`config.mk`:
```
export PLATFORM = sky130hd
export DESIGN_NAME = gray_rle_run_decoder_flat
export DESIGN_NICKNAME = d
export VERILOG_FILES = /design/src/hw/rtl/grle_pkg.sv /design/src/hw/rtl/grle_ifs.sv /design/src/hw/rtl/grle_run_eval.sv /design/src/hw/rtl/grle_parser.sv /design/src/hw/rtl/gray_rle_run_decoder.sv /design/src/flat_wrapper.sv
export SDC_FILE = /design/constraint.sdc
export NUM_CORES = 1
export LEC_CHECK = 0
export ABC_CLOCK_PERIOD_IN_PS = 5400
export CAP_MARGIN = 20
export CELL_PAD_IN_SITES_DETAIL_PLACEMENT = 1
export CELL_PAD_IN_SITES_GLOBAL_PLACEMENT = 2
export CORE_ASPECT_RATIO = 1.25
export CORE_MARGIN = 3
export CORE_UTILIZATION = 37
export DETAILED_ROUTE_END_ITERATION = 12
export DONT_BUFFER_PORTS = 1
export GPL_ROUTABILITY_DRIVEN = 0
export PLACE_DENSITY = 0.74
export SLEW_MARGIN = 0
export SYNTH_ARGS = -nofsm -noshare
export SYNTH_HDL_FRONTEND = slang
export SYNTH_HIERARCHICAL = 1
export SYNTH_SLANG_ARGS = --single-unit
```
`constraint.sdc`:
```
create_clock -name clk -period 5.4 [get_ports clk]
set_input_delay 0.81 -clock clk [delete_from_list [all_inputs] [get_ports clk]]
set_output_delay 0.81 -clock clk [all_outputs]
set_load 0.01 [all_outputs]
```
`src/hw/rtl/grle_pkg.sv`:
```
// Shared types and codes for the grayscale run-length decoder.
package grle_pkg;

	localparam int unsigned PosW = 28;
	localparam int unsigned AccW = 24;

	localparam logic [1:0] OP_BLACK = 2'b00;
	localparam logic [1:0] OP_GRAY  = 2'b01;
	localparam logic [1:0] OP_DELTA = 2'b10;
	localparam logic [1:0] OP_WHITE = 2'b11;

	localparam logic [1:0] ERR_OK        = 2'd0;
	localparam logic [1:0] ERR_ZERO_RUN  = 2'd1;
	localparam logic [1:0] ERR_PAST_END  = 2'd2;
	localparam logic [1:0] ERR_TRUNCATED = 2'd3;

	localparam logic [7:0] NIB_MASK   = 8'h0F;
	localparam logic [7:0] WHITE_VAL  = 8'hFF;

	typedef struct packed {
		logic [7:0] data_byte;
		logic       first_byte;
		logic       last_byte;
	} grle_byte_t;

	typedef struct packed {
		logic [7:0]      gray_value;
		logic [PosW-1:0] run_length;
		logic [PosW-1:0] run_start;
		logic [1:0]      error_code;
	} grle_run_t;

	typedef struct packed {
		logic [1:0]      error_code;
		logic [PosW-1:0] next_pos;
	} grle_eval_t;

endpackage

```
`src/hw/rtl/grle_ifs.sv`:
```
// Channel interfaces: encoded bytes in, runs out, image size write.
interface grle_byte_if;
	logic       valid;
	logic       ready;
	logic [7:0] data_byte;
	logic       first_byte;
	logic       last_byte;

	modport source (output valid, data_byte, first_byte, last_byte, input ready);
	modport sink   (input valid, data_byte, first_byte, last_byte, output ready);
endinterface

interface grle_run_if;
	logic                      valid;
	logic                      ready;
	logic [7:0]                gray_value;
	logic [grle_pkg::PosW-1:0] run_length;
	logic [grle_pkg::PosW-1:0] run_start;
	logic [1:0]                error_code;

	modport source (output valid, gray_value, run_length, run_start, error_code, input ready);
	modport sink   (input valid, gray_value, run_length, run_start, error_code, output ready);
endinterface

interface grle_cfg_if;
	logic                      valid;
	logic                      ready;
	logic [grle_pkg::PosW-1:0] data;

	modport source (output valid, data, input ready);
	modport sink   (input valid, data, output ready);
endinterface

```
`src/hw/rtl/grle_run_eval.sv`:
```
// Run checks: zero length, overrun of the image, and the next pixel position.
module grle_run_eval (
	input  logic [grle_pkg::PosW-1:0] start,
	input  logic [grle_pkg::PosW-1:0] length,
	input  logic [grle_pkg::PosW-1:0] image_pixels,
	output grle_pkg::grle_eval_t      eval
);

	logic [grle_pkg::PosW:0] end_pos;

	assign end_pos = {1'b0, start} + {1'b0, length};

	always_comb begin
		if (length == '0) begin
			eval.error_code = grle_pkg::ERR_ZERO_RUN;
			eval.next_pos   = start;
		end else if (end_pos > {1'b0, image_pixels}) begin
			eval.error_code = grle_pkg::ERR_PAST_END;
			eval.next_pos   = image_pixels;
		end else begin
			eval.error_code = grle_pkg::ERR_OK;
			eval.next_pos   = end_pos[grle_pkg::PosW-1:0];
		end
	end

endmodule

```
`src/hw/rtl/grle_parser.sv`:
```
// Chunk parser: per-byte parse state update and the registered run result.
module grle_parser (
	input  logic                      clk,
	input  logic                      arst_n,
	input  logic                      step,
	input  grle_pkg::grle_byte_t      item,
	input  logic [grle_pkg::PosW-1:0] image_pixels,
	input  logic                      out_ready,
	output logic                      out_valid,
	output grle_pkg::grle_run_t       out_run
);

	typedef enum logic [2:0] {
		PH_IDLE = 3'd0,
		PH_GRAY = 3'd1,
		PH_LEN1 = 3'd2,
		PH_LEN2 = 3'd3,
		PH_LEN3 = 3'd4
	} phase_t;

	phase_t                      phase_q, phase_n, phase_eff;
	logic [7:0]                  header_q, header_n;
	logic [7:0]                  gray_q, gray_n, gray_eff;
	logic [grle_pkg::AccW-1:0]   acc_q, acc_n, acc_eff;
	logic [7:0]                  prev_q, prev_n, prev_eff;
	logic [grle_pkg::PosW-1:0]   pos_q, pos_n, pos_eff;
	logic                        emit;
	logic [7:0]                  run_val;
	logic [grle_pkg::PosW-1:0]   run_len;
	grle_pkg::grle_eval_t        eval;
	grle_pkg::grle_run_t         res;
	logic                        res_valid;
	logic                        out_valid_q;
	grle_pkg::grle_run_t         out_q;

	// operand field = number of length bytes still to come
	function automatic phase_t len_phase(input logic [1:0] sel);
		phase_t ph;
		begin
			case (sel)
				2'd1:    ph = PH_LEN1;
				2'd2:    ph = PH_LEN2;
				default: ph = PH_LEN3;
			endcase
			return ph;
		end
	endfunction

	grle_run_eval u_eval (
		.start        (pos_eff),
		.length       (run_len),
		.image_pixels (image_pixels),
		.eval         (eval)
	);

	always_comb begin
		logic [7:0] b;
		logic [1:0] op;
		logic [1:0] sel;
		logic [3:0] nib;
		logic [7:0] hdr_nib;
		b       = item.data_byte;
		op      = b[7:6];
		sel     = b[5:4];
		nib     = b[3:0];
		hdr_nib = header_q & grle_pkg::NIB_MASK;

		// layer start clears the parse context before the byte is parsed
		phase_eff = item.first_byte ? PH_IDLE : phase_q;
		gray_eff  = item.first_byte ? 8'd0 : gray_q;
		acc_eff   = item.first_byte ? '0 : acc_q;
		prev_eff  = item.first_byte ? 8'd0 : prev_q;
		pos_eff   = item.first_byte ? '0 : pos_q;

		phase_n  = phase_eff;
		header_n = header_q;
		gray_n   = gray_eff;
		acc_n    = acc_eff;
		emit     = 1'b0;
		run_val  = gray_eff;
		run_len  = '0;

		case (phase_eff)
			PH_GRAY: begin
				gray_n  = b;
				acc_n   = '0;
				run_val = b;
				if (header_q[5:4] == 2'd0) begin
					emit    = 1'b1;
					run_len = {{(grle_pkg::PosW-8){1'b0}}, hdr_nib};
				end else begin
					phase_n = len_phase(header_q[5:4]);
				end
			end
			PH_LEN1: begin
				acc_n   = {acc_eff[grle_pkg::AccW-9:0], b};
				emit    = 1'b1;
				run_val = gray_eff;
				if (header_q[7:6] == grle_pkg::OP_DELTA) begin
					run_len = {{(grle_pkg::PosW-grle_pkg::AccW){1'b0}}, acc_n};
				end else begin
					run_len = {acc_n, hdr_nib[3:0]};
				end
			end
			PH_LEN2: begin
				acc_n   = {acc_eff[grle_pkg::AccW-9:0], b};
				phase_n = PH_LEN1;
			end
			PH_LEN3: begin
				acc_n   = {acc_eff[grle_pkg::AccW-9:0], b};
				phase_n = PH_LEN2;
			end
			default: begin
				header_n = b;
				acc_n    = '0;
				phase_n  = PH_IDLE;
				case (op)
					grle_pkg::OP_DELTA: begin
						gray_n  = sel[1] ? (prev_eff - {4'd0, nib}) : (prev_eff + {4'd0, nib});
						run_val = gray_n;
						if (sel[0]) begin
							phase_n = PH_LEN1;
						end else begin
							emit    = 1'b1;
							run_len = {{(grle_pkg::PosW-1){1'b0}}, 1'b1};
						end
					end
					grle_pkg::OP_GRAY: begin
						phase_n = PH_GRAY;
					end
					default: begin
						gray_n  = (op == grle_pkg::OP_BLACK) ? 8'd0 : grle_pkg::WHITE_VAL;
						run_val = gray_n;
						if (sel == 2'd0) begin
							emit    = 1'b1;
							run_len = {{(grle_pkg::PosW-4){1'b0}}, nib};
						end else begin
							phase_n = len_phase(sel);
						end
					end
				endcase
			end
		endcase

		pos_n  = pos_eff;
		prev_n = prev_eff;
		res.gray_value  = run_val;
		res.run_length  = run_len;
		res.run_start   = pos_eff;
		res.error_code  = eval.error_code;
		res_valid       = emit;
		if (emit) begin
			phase_n = PH_IDLE;
			pos_n   = eval.next_pos;
			if (eval.error_code != grle_pkg::ERR_ZERO_RUN) begin
				prev_n = run_val;
			end
		end else if (item.last_byte && phase_n != PH_IDLE) begin
			// chunk cut short by the end of the layer
			res.gray_value  = 8'd0;
			res.run_length  = '0;
			res.run_start   = pos_eff;
			res.error_code  = grle_pkg::ERR_TRUNCATED;
			res_valid       = 1'b1;
			phase_n         = PH_IDLE;
		end
	end

	always_ff @(posedge clk or negedge arst_n) begin
		if (!arst_n) begin
			phase_q     <= PH_IDLE;
			header_q    <= '0;
			gray_q      <= '0;
			acc_q       <= '0;
			prev_q      <= '0;
			pos_q       <= '0;
			out_valid_q <= 1'b0;
		end else if (step) begin
			phase_q     <= phase_n;
			header_q    <= header_n;
			gray_q      <= gray_n;
			acc_q       <= acc_n;
			prev_q      <= prev_n;
			pos_q       <= pos_n;
			out_valid_q <= res_valid;
		end else if (out_ready) begin
			out_valid_q <= 1'b0;
		end
	end

	always_ff @(posedge clk) begin
		if (step && res_valid) begin
			out_q <= res;
		end
	end

	assign out_valid = out_valid_q;
	assign out_run   = out_q;

endmodule

```
`src/hw/rtl/gray_rle_run_decoder.sv`:
```
// Top level of the grayscale run-length decoder with delta mode.
//
// enc carries the encoded layer image one byte per item; first_byte marks
// the first byte of a layer and restarts pixel position and previous value,
// last_byte marks the final byte. run carries one result per chunk:
// gray value, length, start pixel and an error code (zero run, past image
// end, truncated chunk). cfg writes image_pixels; write it while idle.
// A run appears on run once the byte that closes its chunk has passed the
// input register and then the result register.
// Throughput: one byte per cycle while run is not stalled; the parse state
// update is combinational logic between the input and result registers.
// Reset clears the parse state, image_pixels and both register valid flags.
// When run stalls, the held result stays put, a byte is taken into the input
// register only if it is empty, and enc.ready is low until run drains.
module gray_rle_run_decoder (
	input logic       clk,
	input logic       arst_n,
	grle_byte_if.sink enc,
	grle_run_if.source run,
	grle_cfg_if.sink  cfg
);

	logic                      byte_valid_s1;
	grle_pkg::grle_byte_t      byte_s1;
	logic [grle_pkg::PosW-1:0] image_pixels_q;
	logic                      out_free;
	logic                      step;
	logic                      out_valid;
	grle_pkg::grle_run_t       out_run;

	assign out_free  = !out_valid || run.ready;
	assign step      = byte_valid_s1 && out_free;
	assign enc.ready = !byte_valid_s1 || out_free;
	assign cfg.ready = 1'b1;

	always_ff @(posedge clk or negedge arst_n) begin
		if (!arst_n) begin
			byte_valid_s1  <= 1'b0;
			image_pixels_q <= '0;
		end else begin
			if (enc.ready) begin
				byte_valid_s1 <= enc.valid;
			end
			if (cfg.valid) begin
				image_pixels_q <= cfg.data;
			end
		end
	end

	always_ff @(posedge clk) begin
		if (enc.valid && enc.ready) begin
			byte_s1 <= '{data_byte: enc.data_byte, first_byte: enc.first_byte,
				last_byte: enc.last_byte};
		end
	end

	grle_parser u_parser (
		.clk          (clk),
		.arst_n       (arst_n),
		.step         (step),
		.item         (byte_s1),
		.image_pixels (image_pixels_q),
		.out_ready    (run.ready),
		.out_valid    (out_valid),
		.out_run      (out_run)
	);

	assign run.valid       = out_valid;
	assign run.gray_value  = out_run.gray_value;
	assign run.run_length  = out_run.run_length;
	assign run.run_start   = out_run.run_start;
	assign run.error_code  = out_run.error_code;

endmodule

```
`src/flat_wrapper.sv`:
```
// flat-port wrapper written by rule: the top's interface ports become plain ports
module gray_rle_run_decoder_flat 
  (clk, arst_n, enc_valid, enc_data_byte, enc_first_byte, enc_last_byte, enc_ready, run_valid, run_gray_value, run_run_length, run_run_start, run_error_code, run_ready, cfg_valid, cfg_data, cfg_ready);
  grle_byte_if enc_i ();
  grle_run_if run_i ();
  grle_cfg_if cfg_i ();
  input logic clk;
  input logic arst_n;
  input wire logic [$bits(enc_i.valid)-1:0] enc_valid;
  input wire logic [$bits(enc_i.data_byte)-1:0] enc_data_byte;
  input wire logic [$bits(enc_i.first_byte)-1:0] enc_first_byte;
  input wire logic [$bits(enc_i.last_byte)-1:0] enc_last_byte;
  output wire logic [$bits(enc_i.ready)-1:0] enc_ready;
  output wire logic [$bits(run_i.valid)-1:0] run_valid;
  output wire logic [$bits(run_i.gray_value)-1:0] run_gray_value;
  output wire logic [$bits(run_i.run_length)-1:0] run_run_length;
  output wire logic [$bits(run_i.run_start)-1:0] run_run_start;
  output wire logic [$bits(run_i.error_code)-1:0] run_error_code;
  input wire logic [$bits(run_i.ready)-1:0] run_ready;
  input wire logic [$bits(cfg_i.valid)-1:0] cfg_valid;
  input wire logic [$bits(cfg_i.data)-1:0] cfg_data;
  output wire logic [$bits(cfg_i.ready)-1:0] cfg_ready;
  assign enc_i.valid = enc_valid;
  assign enc_i.data_byte = enc_data_byte;
  assign enc_i.first_byte = enc_first_byte;
  assign enc_i.last_byte = enc_last_byte;
  assign enc_ready = enc_i.ready;
  assign run_valid = run_i.valid;
  assign run_gray_value = run_i.gray_value;
  assign run_run_length = run_i.run_length;
  assign run_run_start = run_i.run_start;
  assign run_error_code = run_i.error_code;
  assign run_i.ready = run_ready;
  assign cfg_i.valid = cfg_valid;
  assign cfg_i.data = cfg_data;
  assign cfg_ready = cfg_i.ready;
  gray_rle_run_decoder u_core (.clk(clk), .arst_n(arst_n), .enc(enc_i), .run(run_i), .cfg(cfg_i));
endmodule
```
==> results.py, run 1 <==
metrics = {
    "outcome": {
        "status": "finished, violations left",
        "violations": "negative setup slack",
    },
    "placed_design": {
        "portBuffers": 0,
        "place_ws_ps": -559,
        "place_area_mm2": 0.0132,
        "hpwl_um": 30200,
        "dp_cells": 1700,
    },
    "clocking": {
        "path_clk_slew_ps": 70,
        "htree_levels": 4,
        "cts_tree": "built",
        "cts.sinks": 177,
        "clockRootBuffer": "clkbuf_16",
        "clk_latency_ps": 450,
        "cts_buffers": 17,
        "clockBufferDepth": 2,
        "cts_hold_buf": 0,
    },
    "floorplanning": {
        "die_w_um": 163,
        "dieArea_mm2": 0.0330,
        "fp-row-count": 71,
        "io_pins": 112,
        "die_y_um": 202,
        "initial_core_util": 0.377,
        "design.core.area_mm2": 0.0303,
    },
    "sta": {
        "setup-tns-final_ps": -4790,
        "tightest_slew_ps": 1000,
        "setup_violations": 37,
        "relSlewSlack": 0.332,
        "finalCritPeriodShare": 1.04,
        "hold_violations": 0,
        "maxSlewViolCount": 0,
        "fmax_mhz": 178,
        "finalWorstSetupSlack_ps": -225,
        "rsz0062_at_grt": "true",
        "min_period_ps": 5630,
        "clock_skew_ps": 14.2,
    },
    "synth": {
        "synth_nets": 1286,
        "synth_seq_cells": 177,
        "async_flop_share": 0.571,
        "syn-cell-area_mm2": 0.0114,
        "syn_inst": 1168,
        "synth.avg_cell_area_um2": 9.78,
        "yosys_warnings": 6,
        "synth_ff_type": "dfrtp_1",
        "synth-edff-count": 76,
        "ys_seq_area_frac": 0.421,
        "yosys.cell_types.count": 98,
    },
    "pwr": {
        "ir_worst_vdd_mv": 0.191,
        "power.total_mw": 5.70,
        "p_per_area_mw_per_mm2": 396,
        "cellLeakagePower_nw": 6.35,
    },
    "final_layout": {
        "syn2layout_area_growth_pct": 25.9,
        "diodes": 0,
        "final_common_cell": "buf_4",
        "final_cell_mix": "buf_4 (213), dfrtp_1 (101), nand2_1 (85)",
        "final_area_mm2": 0.0144,
        "design.final.nets": 1458,
        "drive_above_1_share": 0.299,
        "layout.cells.non_filler": 1754,
    },
    "worst_setup_path": {
        "critPathMaxFanout": 4,
        "crit_buf_inv": 5,
        "worst_setup_path_start_kind": "flop",
        "critical_path.max_stage_delay_ps": 500,
        "crit_family": "compound AO/OA/AOI/OAI gates",
        "worst_ep_arrival_time_ps": 5960,
        "worstPathRequired_ps": 5730,
        "path_class": "flop to flop",
        "slowest_stage": "edfxtp_1",
        "end_kind": "flop",
    },
    "global_routing": {
        "grt_pass1_vias": 10440,
        "grt_max_degree": 102,
        "grt_antenna_before_repair": 1,
        "gr-total-overflow": 0,
        "grt_usage": 0.243,
        "grt_pass1_wl_um": 62200,
    },
    "worst_hold_path": {
        "min_path_type": "input pin to asynchronous set/reset pin",
    },
    "detailed_routing": {
        "first_pass_iters": 5,
        "wl_um": 39500,
        "drcViolationCount": 0,
        "vias_per_cell": 5.65,
        "drt-wirelength-per-cell_um": 22.5,
        "vias": 9917,
        "ant_nets": 0,
        "drt_iter0_markers": 682,
    },
    "run": {
        "maxCapViolations": 0,
    },
}
-- Yosys cell counts, types with 5 or more instances --
cell type  count  area share
inv_1         65       0.021
a22o_1        49       0.038
or3_1          7      0.0038
mux2_2        10      0.0099
a31oi_1       29       0.016
xor2_1         6      0.0046
o211ai_1      15      0.0099
mux2_4        20       0.026
a21o_1        19       0.012
buf_4          5      0.0033
nand4_1       14      0.0077
clkbuf_1      36       0.012
nor2_1        81       0.027
xnor2_1       11      0.0084
a21oi_1       88       0.039
nand3_1       40       0.018
nor4_1        14      0.0077
nor3_1        22      0.0096
o21ai_0       67       0.029
nor2b_1       39       0.021
buf_2         14      0.0061
o21a_1        10      0.0066
clkbuf_2       5      0.0022
ha_1          73       0.080
and2_1         6      0.0033
nand3b_1       5      0.0033
a221o_1        5      0.0044
o31ai_1        6      0.0039
buf_6          6      0.0059
dfrtp_1      101        0.22
or2_2          6      0.0033
mux2i_1        6      0.0053
edfxtp_1      76        0.20
a211oi_1       6      0.0039
o2bb2ai_1      7      0.0054
and3_1         7      0.0038
nand2_1       85       0.028
nand2b_1      12      0.0066
-- flip-flops by register name, indices dropped and copies added (netlist names), 3 cells and up --
name	count
u_core/u_parser/phase_q	3
u_core/u_parser/gray_q	8
u_core/u_parser/pos_q	28
u_core/u_parser/prev_q	8
u_core/byte_s1	10
u_core/image_pixels_q	28
u_core/u_parser/header_q	8
u_core/u_parser/acc_q	16
u_core/u_parser/out_run	66
-- worst paths after layout --
check                                                from                         to  slack, ps  cells past startpoint
worst max-delay path                    u_core/byte_s1[9]  u_core/u_parser/prev_q[4]       -230                     29
worst min-delay path                               arst_n  u_core/u_parser/acc_q[13]         60                      0
worst max register to register          u_core/byte_s1[9]  u_core/u_parser/prev_q[4]       -230                     29
min in group clk                         enc_data_byte[6]          u_core/byte_s1[8]        460                      0
max in group asynchronous                          arst_n   u_core/image_pixels_q[0]       5170                      0
worst min register to register  u_core/u_parser/prev_q[6]  u_core/u_parser/prev_q[6]        490                      1
-- metal layers --
| layer | part of all wire | track usage |
|---|---|---|
| met1 | 0.44 | 0.320 |
| met2 | 0.50 | 0.415 |
| met3 | 0.034 | 0.0361 |
| met4 | 0.025 | 0.0707 |
| met5 | 0 | 0 |
-- repair_timing --
item                                    CTS  global route
gates resized for setup                  57            34
pin swaps                                35            38
hold endpoints to repair                  0             0
buffers inserted                         11            10
gates cloned                              0             1
endpoints found under the setup margin   37            37
-- stage by stage --
step	utilization	hold slack, ps
floorplan	-	449
global placement	0.437	464
detailed placement	0.437	472
CTS	0.467	32.3
global route	0.474	30.3
finish	0.474	55.2
-- power by group --
part	leakage [nW]	switching (mW)	total (mW)	internal, mW
Clock	0.287	0.643	1.27	0.624
Sequential	2.03	0.273	2.08	1.80
Combinational	4.03	1.40	2.35	0.951
Total	6.35	2.32	5.70	3.38
-- area by class of cell --
class                      instances  area (µm²)
fill                            3375       15900
clock buffer                      17         425
clock inverter                    15         165
tap                              401         502
inverter                          65         244
timing repair buffer             223        1740
sequential                       177        4810
multi-input combinational        856        6490
-- cells by family (layout without fill, tap and decap cells) --
kind of cell | Yosys count | after routing | synth area share
AO/OA/AOI/OAI | 361 | 361 | 0.219
XOR/XNOR | 18 | 18 | 0.0145
adder cells (fa/ha/maj) | 75 | 75 | 0.0835
buffers and inverters | 135 | 320 | 0.0549
flip-flops | 177 | 177 | 0.421
multiplexers | 36 | 36 | 0.0414
other | 1 | 1 | 0.000328
AND/OR/NAND/NOR | 365 | 365 | 0.165
Power figures use the tool's default switching activity.
==> run 2: changes to the inputs <==
--- a/config.mk
+++ b/config.mk
@@ -5,17 +5,18 @@
 export SDC_FILE = /design/constraint.sdc
 export NUM_CORES = 1
 export LEC_CHECK = 0
-export ABC_CLOCK_PERIOD_IN_PS = 5400
+export ABC_CLOCK_PERIOD_IN_PS = 5900
 export CAP_MARGIN = 20
 export CELL_PAD_IN_SITES_DETAIL_PLACEMENT = 1
 export CELL_PAD_IN_SITES_GLOBAL_PLACEMENT = 2
 export CORE_ASPECT_RATIO = 1.25
 export CORE_MARGIN = 3
-export CORE_UTILIZATION = 37
+export CORE_UTILIZATION = 41
 export DETAILED_ROUTE_END_ITERATION = 12
 export DONT_BUFFER_PORTS = 1
 export GPL_ROUTABILITY_DRIVEN = 0
-export PLACE_DENSITY = 0.74
+export PLACE_DENSITY = 0.78
+export SKIP_LAST_GASP = 1
 export SLEW_MARGIN = 0
 export SYNTH_ARGS = -nofsm -noshare
 export SYNTH_HDL_FRONTEND = slang
==> constraint.sdc (replaced) <==
create_clock -name clk -period 5.9 [get_ports clk]
set_input_delay 0.885 -clock clk [delete_from_list [all_inputs] [get_ports clk]]
set_output_delay 0.885 -clock clk [all_outputs]
set_load 0.01 [all_outputs]
==> results.py, run 2 (same netlist as run 1, synthesis figures left out) <==
metrics = {
    "outcome": {
        "status": "complete, no violations",
    },
    "clocking": {
        "clockBufferDepth": 2,
        "clk_latency_ps": 450,
        "path_clk_slew_ps": 90,
        "clockRootBuffer": "clkbuf_16",
        "cts.sinks": 177,
        "cts_hold_buf": 0,
        "htree_levels": 4,
        "cts_buffers": 17,
        "cts_tree": "built",
    },
    "sta": {
        "hold_ws_ps": 126,
        "relSlewSlack": 0.294,
        "hold_violations": 0,
        "finalWorstSetupSlack_ps": 140,
        "setup-tns-final_ps": 0,
        "tightest_slew_ps": 1060,
        "finalCritPeriodShare": 0.976,
        "maxSlewViolCount": 0,
        "rsz0062_at_grt": "true",
        "clock_skew_ps": 20.8,
        "fmax_mhz": 174,
        "min_period_ps": 5760,
        "setup_violations": 0,
    },
    "floorplanning": {
        "initial_core_util": 0.420,
        "fp-row-count": 67,
        "design.core.area_mm2": 0.0272,
        "io_pins": 112,
        "die_w_um": 155,
        "die_y_um": 193,
        "dieArea_mm2": 0.0299,
    },
    "detailed_routing": {
        "wl_um": 38800,
        "drt-wirelength-per-cell_um": 24.0,
        "first_pass_iters": 5,
        "ant_nets": 0,
        "drt_iter0_markers": 533,
        "vias": 9782,
        "drcViolationCount": 0,
        "vias_per_cell": 6.05,
    },
    "worst_setup_path": {
        "worst_ep_arrival_time_ps": 6090,
        "critPathMaxFanout": 12,
        "path_class": "flop to flop",
        "end_kind": "flop",
        "critical_path.max_stage_delay_ps": 440,
        "worst_setup_path_start_kind": "flop",
        "worstPathRequired_ps": 6230,
        "slowest_stage": "edfxtp_1",
    },
    "run": {
        "maxCapViolations": 0,
    },
    "final_layout": {
        "drive_above_1_share": 0.240,
        "largest_register_ffs": 66,
        "diodes": 0,
        "design.final.nets": 1378,
        "final_cell_mix": "buf_4 (136), dfrtp_1 (101), nand2_1 (84)",
        "syn2layout_area_growth_pct": 18.6,
        "multi_input_area_mm2": 0.00633,
        "final_common_cell": "buf_4",
        "layout.cells.non_filler": 1618,
        "fin_util": 0.499,
        "regArea_mm2": 0.00481,
        "final_area_mm2": 0.0135,
        "n_fill_cell": 3072,
    },
    "placed_design": {
        "place_area_mm2": 0.0124,
        "portBuffers": 0,
        "place_ws_ps": -313,
        "dp_cells": 1568,
        "hpwl_um": 28800,
    },
    "global_routing": {
        "grt_pass1_wl_um": 59100,
        "grt_pass1_vias": 9973,
        "gr-total-overflow": 0,
        "grt_max_degree": 102,
        "grt_usage": 0.256,
        "grt_antenna_before_repair": 1,
    },
    "pwr": {
        "ir_worst_vdd_mv": 0.161,
        "power.total_mw": 5.11,
        "cellLeakagePower_nw": 5.90,
        "p_per_area_mw_per_mm2": 377,
    },
    "worst_hold_path": {
        "min_path_type": "input pin to asynchronous set/reset pin",
    },
}
-- run 2: cell types whose count changed in the layout (fill, tap and decap cells not counted), moves of 3 or more --
cell     change
a21oi_2      +3
buf_4       -77
o21ai_0      +8
o21ai_1      +3
o21ai_2      -9
-- run 2: layout make-up --
| class | count | area share |
|---|---|---|
| multi-input combinational | 856 | 0.467 |
| clock inverter | 15 | 0.0125 |
| sequential | 177 | 0.355 |
| inverter | 65 | 0.0180 |
| tap | 345 | 0.0319 |
| timing repair buffer | 143 | 0.0838 |
| clock buffer | 17 | 0.0314 |
-- run 2: report_power, final --
| group | switching (mW) | internal, mW | total, mW | leakage [nW] |
|---|---|---|---|---|
| clock | 0.571 | 0.605 | 1.18 | 0.292 |
| combinational | 1.24 | 0.780 | 2.02 | 3.58 |
| sequential | 0.261 | 1.65 | 1.91 | 2.03 |
| total | 2.07 | 3.04 | 5.11 | 5.90 |
-- run 2: path summary, 6_finish.rpt --
kind,depth (start not counted),end,start,slack [ps]
min in group clk,1,u_core/u_parser/prev_q[5],u_core/u_parser/prev_q[5],490
hold / removal,0,u_core/u_parser/header_q[2],arst_n,130
setup / recovery,27,u_core/u_parser/pos_q[2],u_core/byte_s1[9],140
hold reg to reg,1,u_core/u_parser/prev_q[5],u_core/u_parser/prev_q[5],490
max in group asynchronous,0,u_core/u_parser/pos_q[6],arst_n,5620
setup reg to reg,27,u_core/u_parser/pos_q[2],u_core/byte_s1[9],140
-- run 2: worst max-delay path, delay by kind of cell (launching register included) --
| kind | cells | cell delay [ps] |
|---|---|---|
| AO/OA/AOI/OAI | 15 | 3300 |
| adder cells (fa/ha/maj) | 4 | 860 |
| buffers and inverters | 4 | 560 |
| flip-flops | 1 | 440 |
| AND/OR/NAND/NOR | 3 | 290 |
| XOR/XNOR | 1 | 200 |
-- run 2: what timing repair did --
item | CTS | global route
gates resized for setup | 27 | 59
pin swaps | 13 | 27
setup buffers | 7 | 11
endpoints found under the setup margin | 36 | 37
-- run 2: routing by layer --
| layer | track usage | up-vias | wire length, µm |
|---|---|---|---|
| li1 | - | 4500 | - |
| met1 | 0.337 | 4980 | 16900 |
| met2 | 0.447 | 247 | 19500 |
| met3 | 0.0350 | 53 | 1530 |
| met4 | 0.0620 | 2 | 865 |
| met5 | 0 | - | 13 |
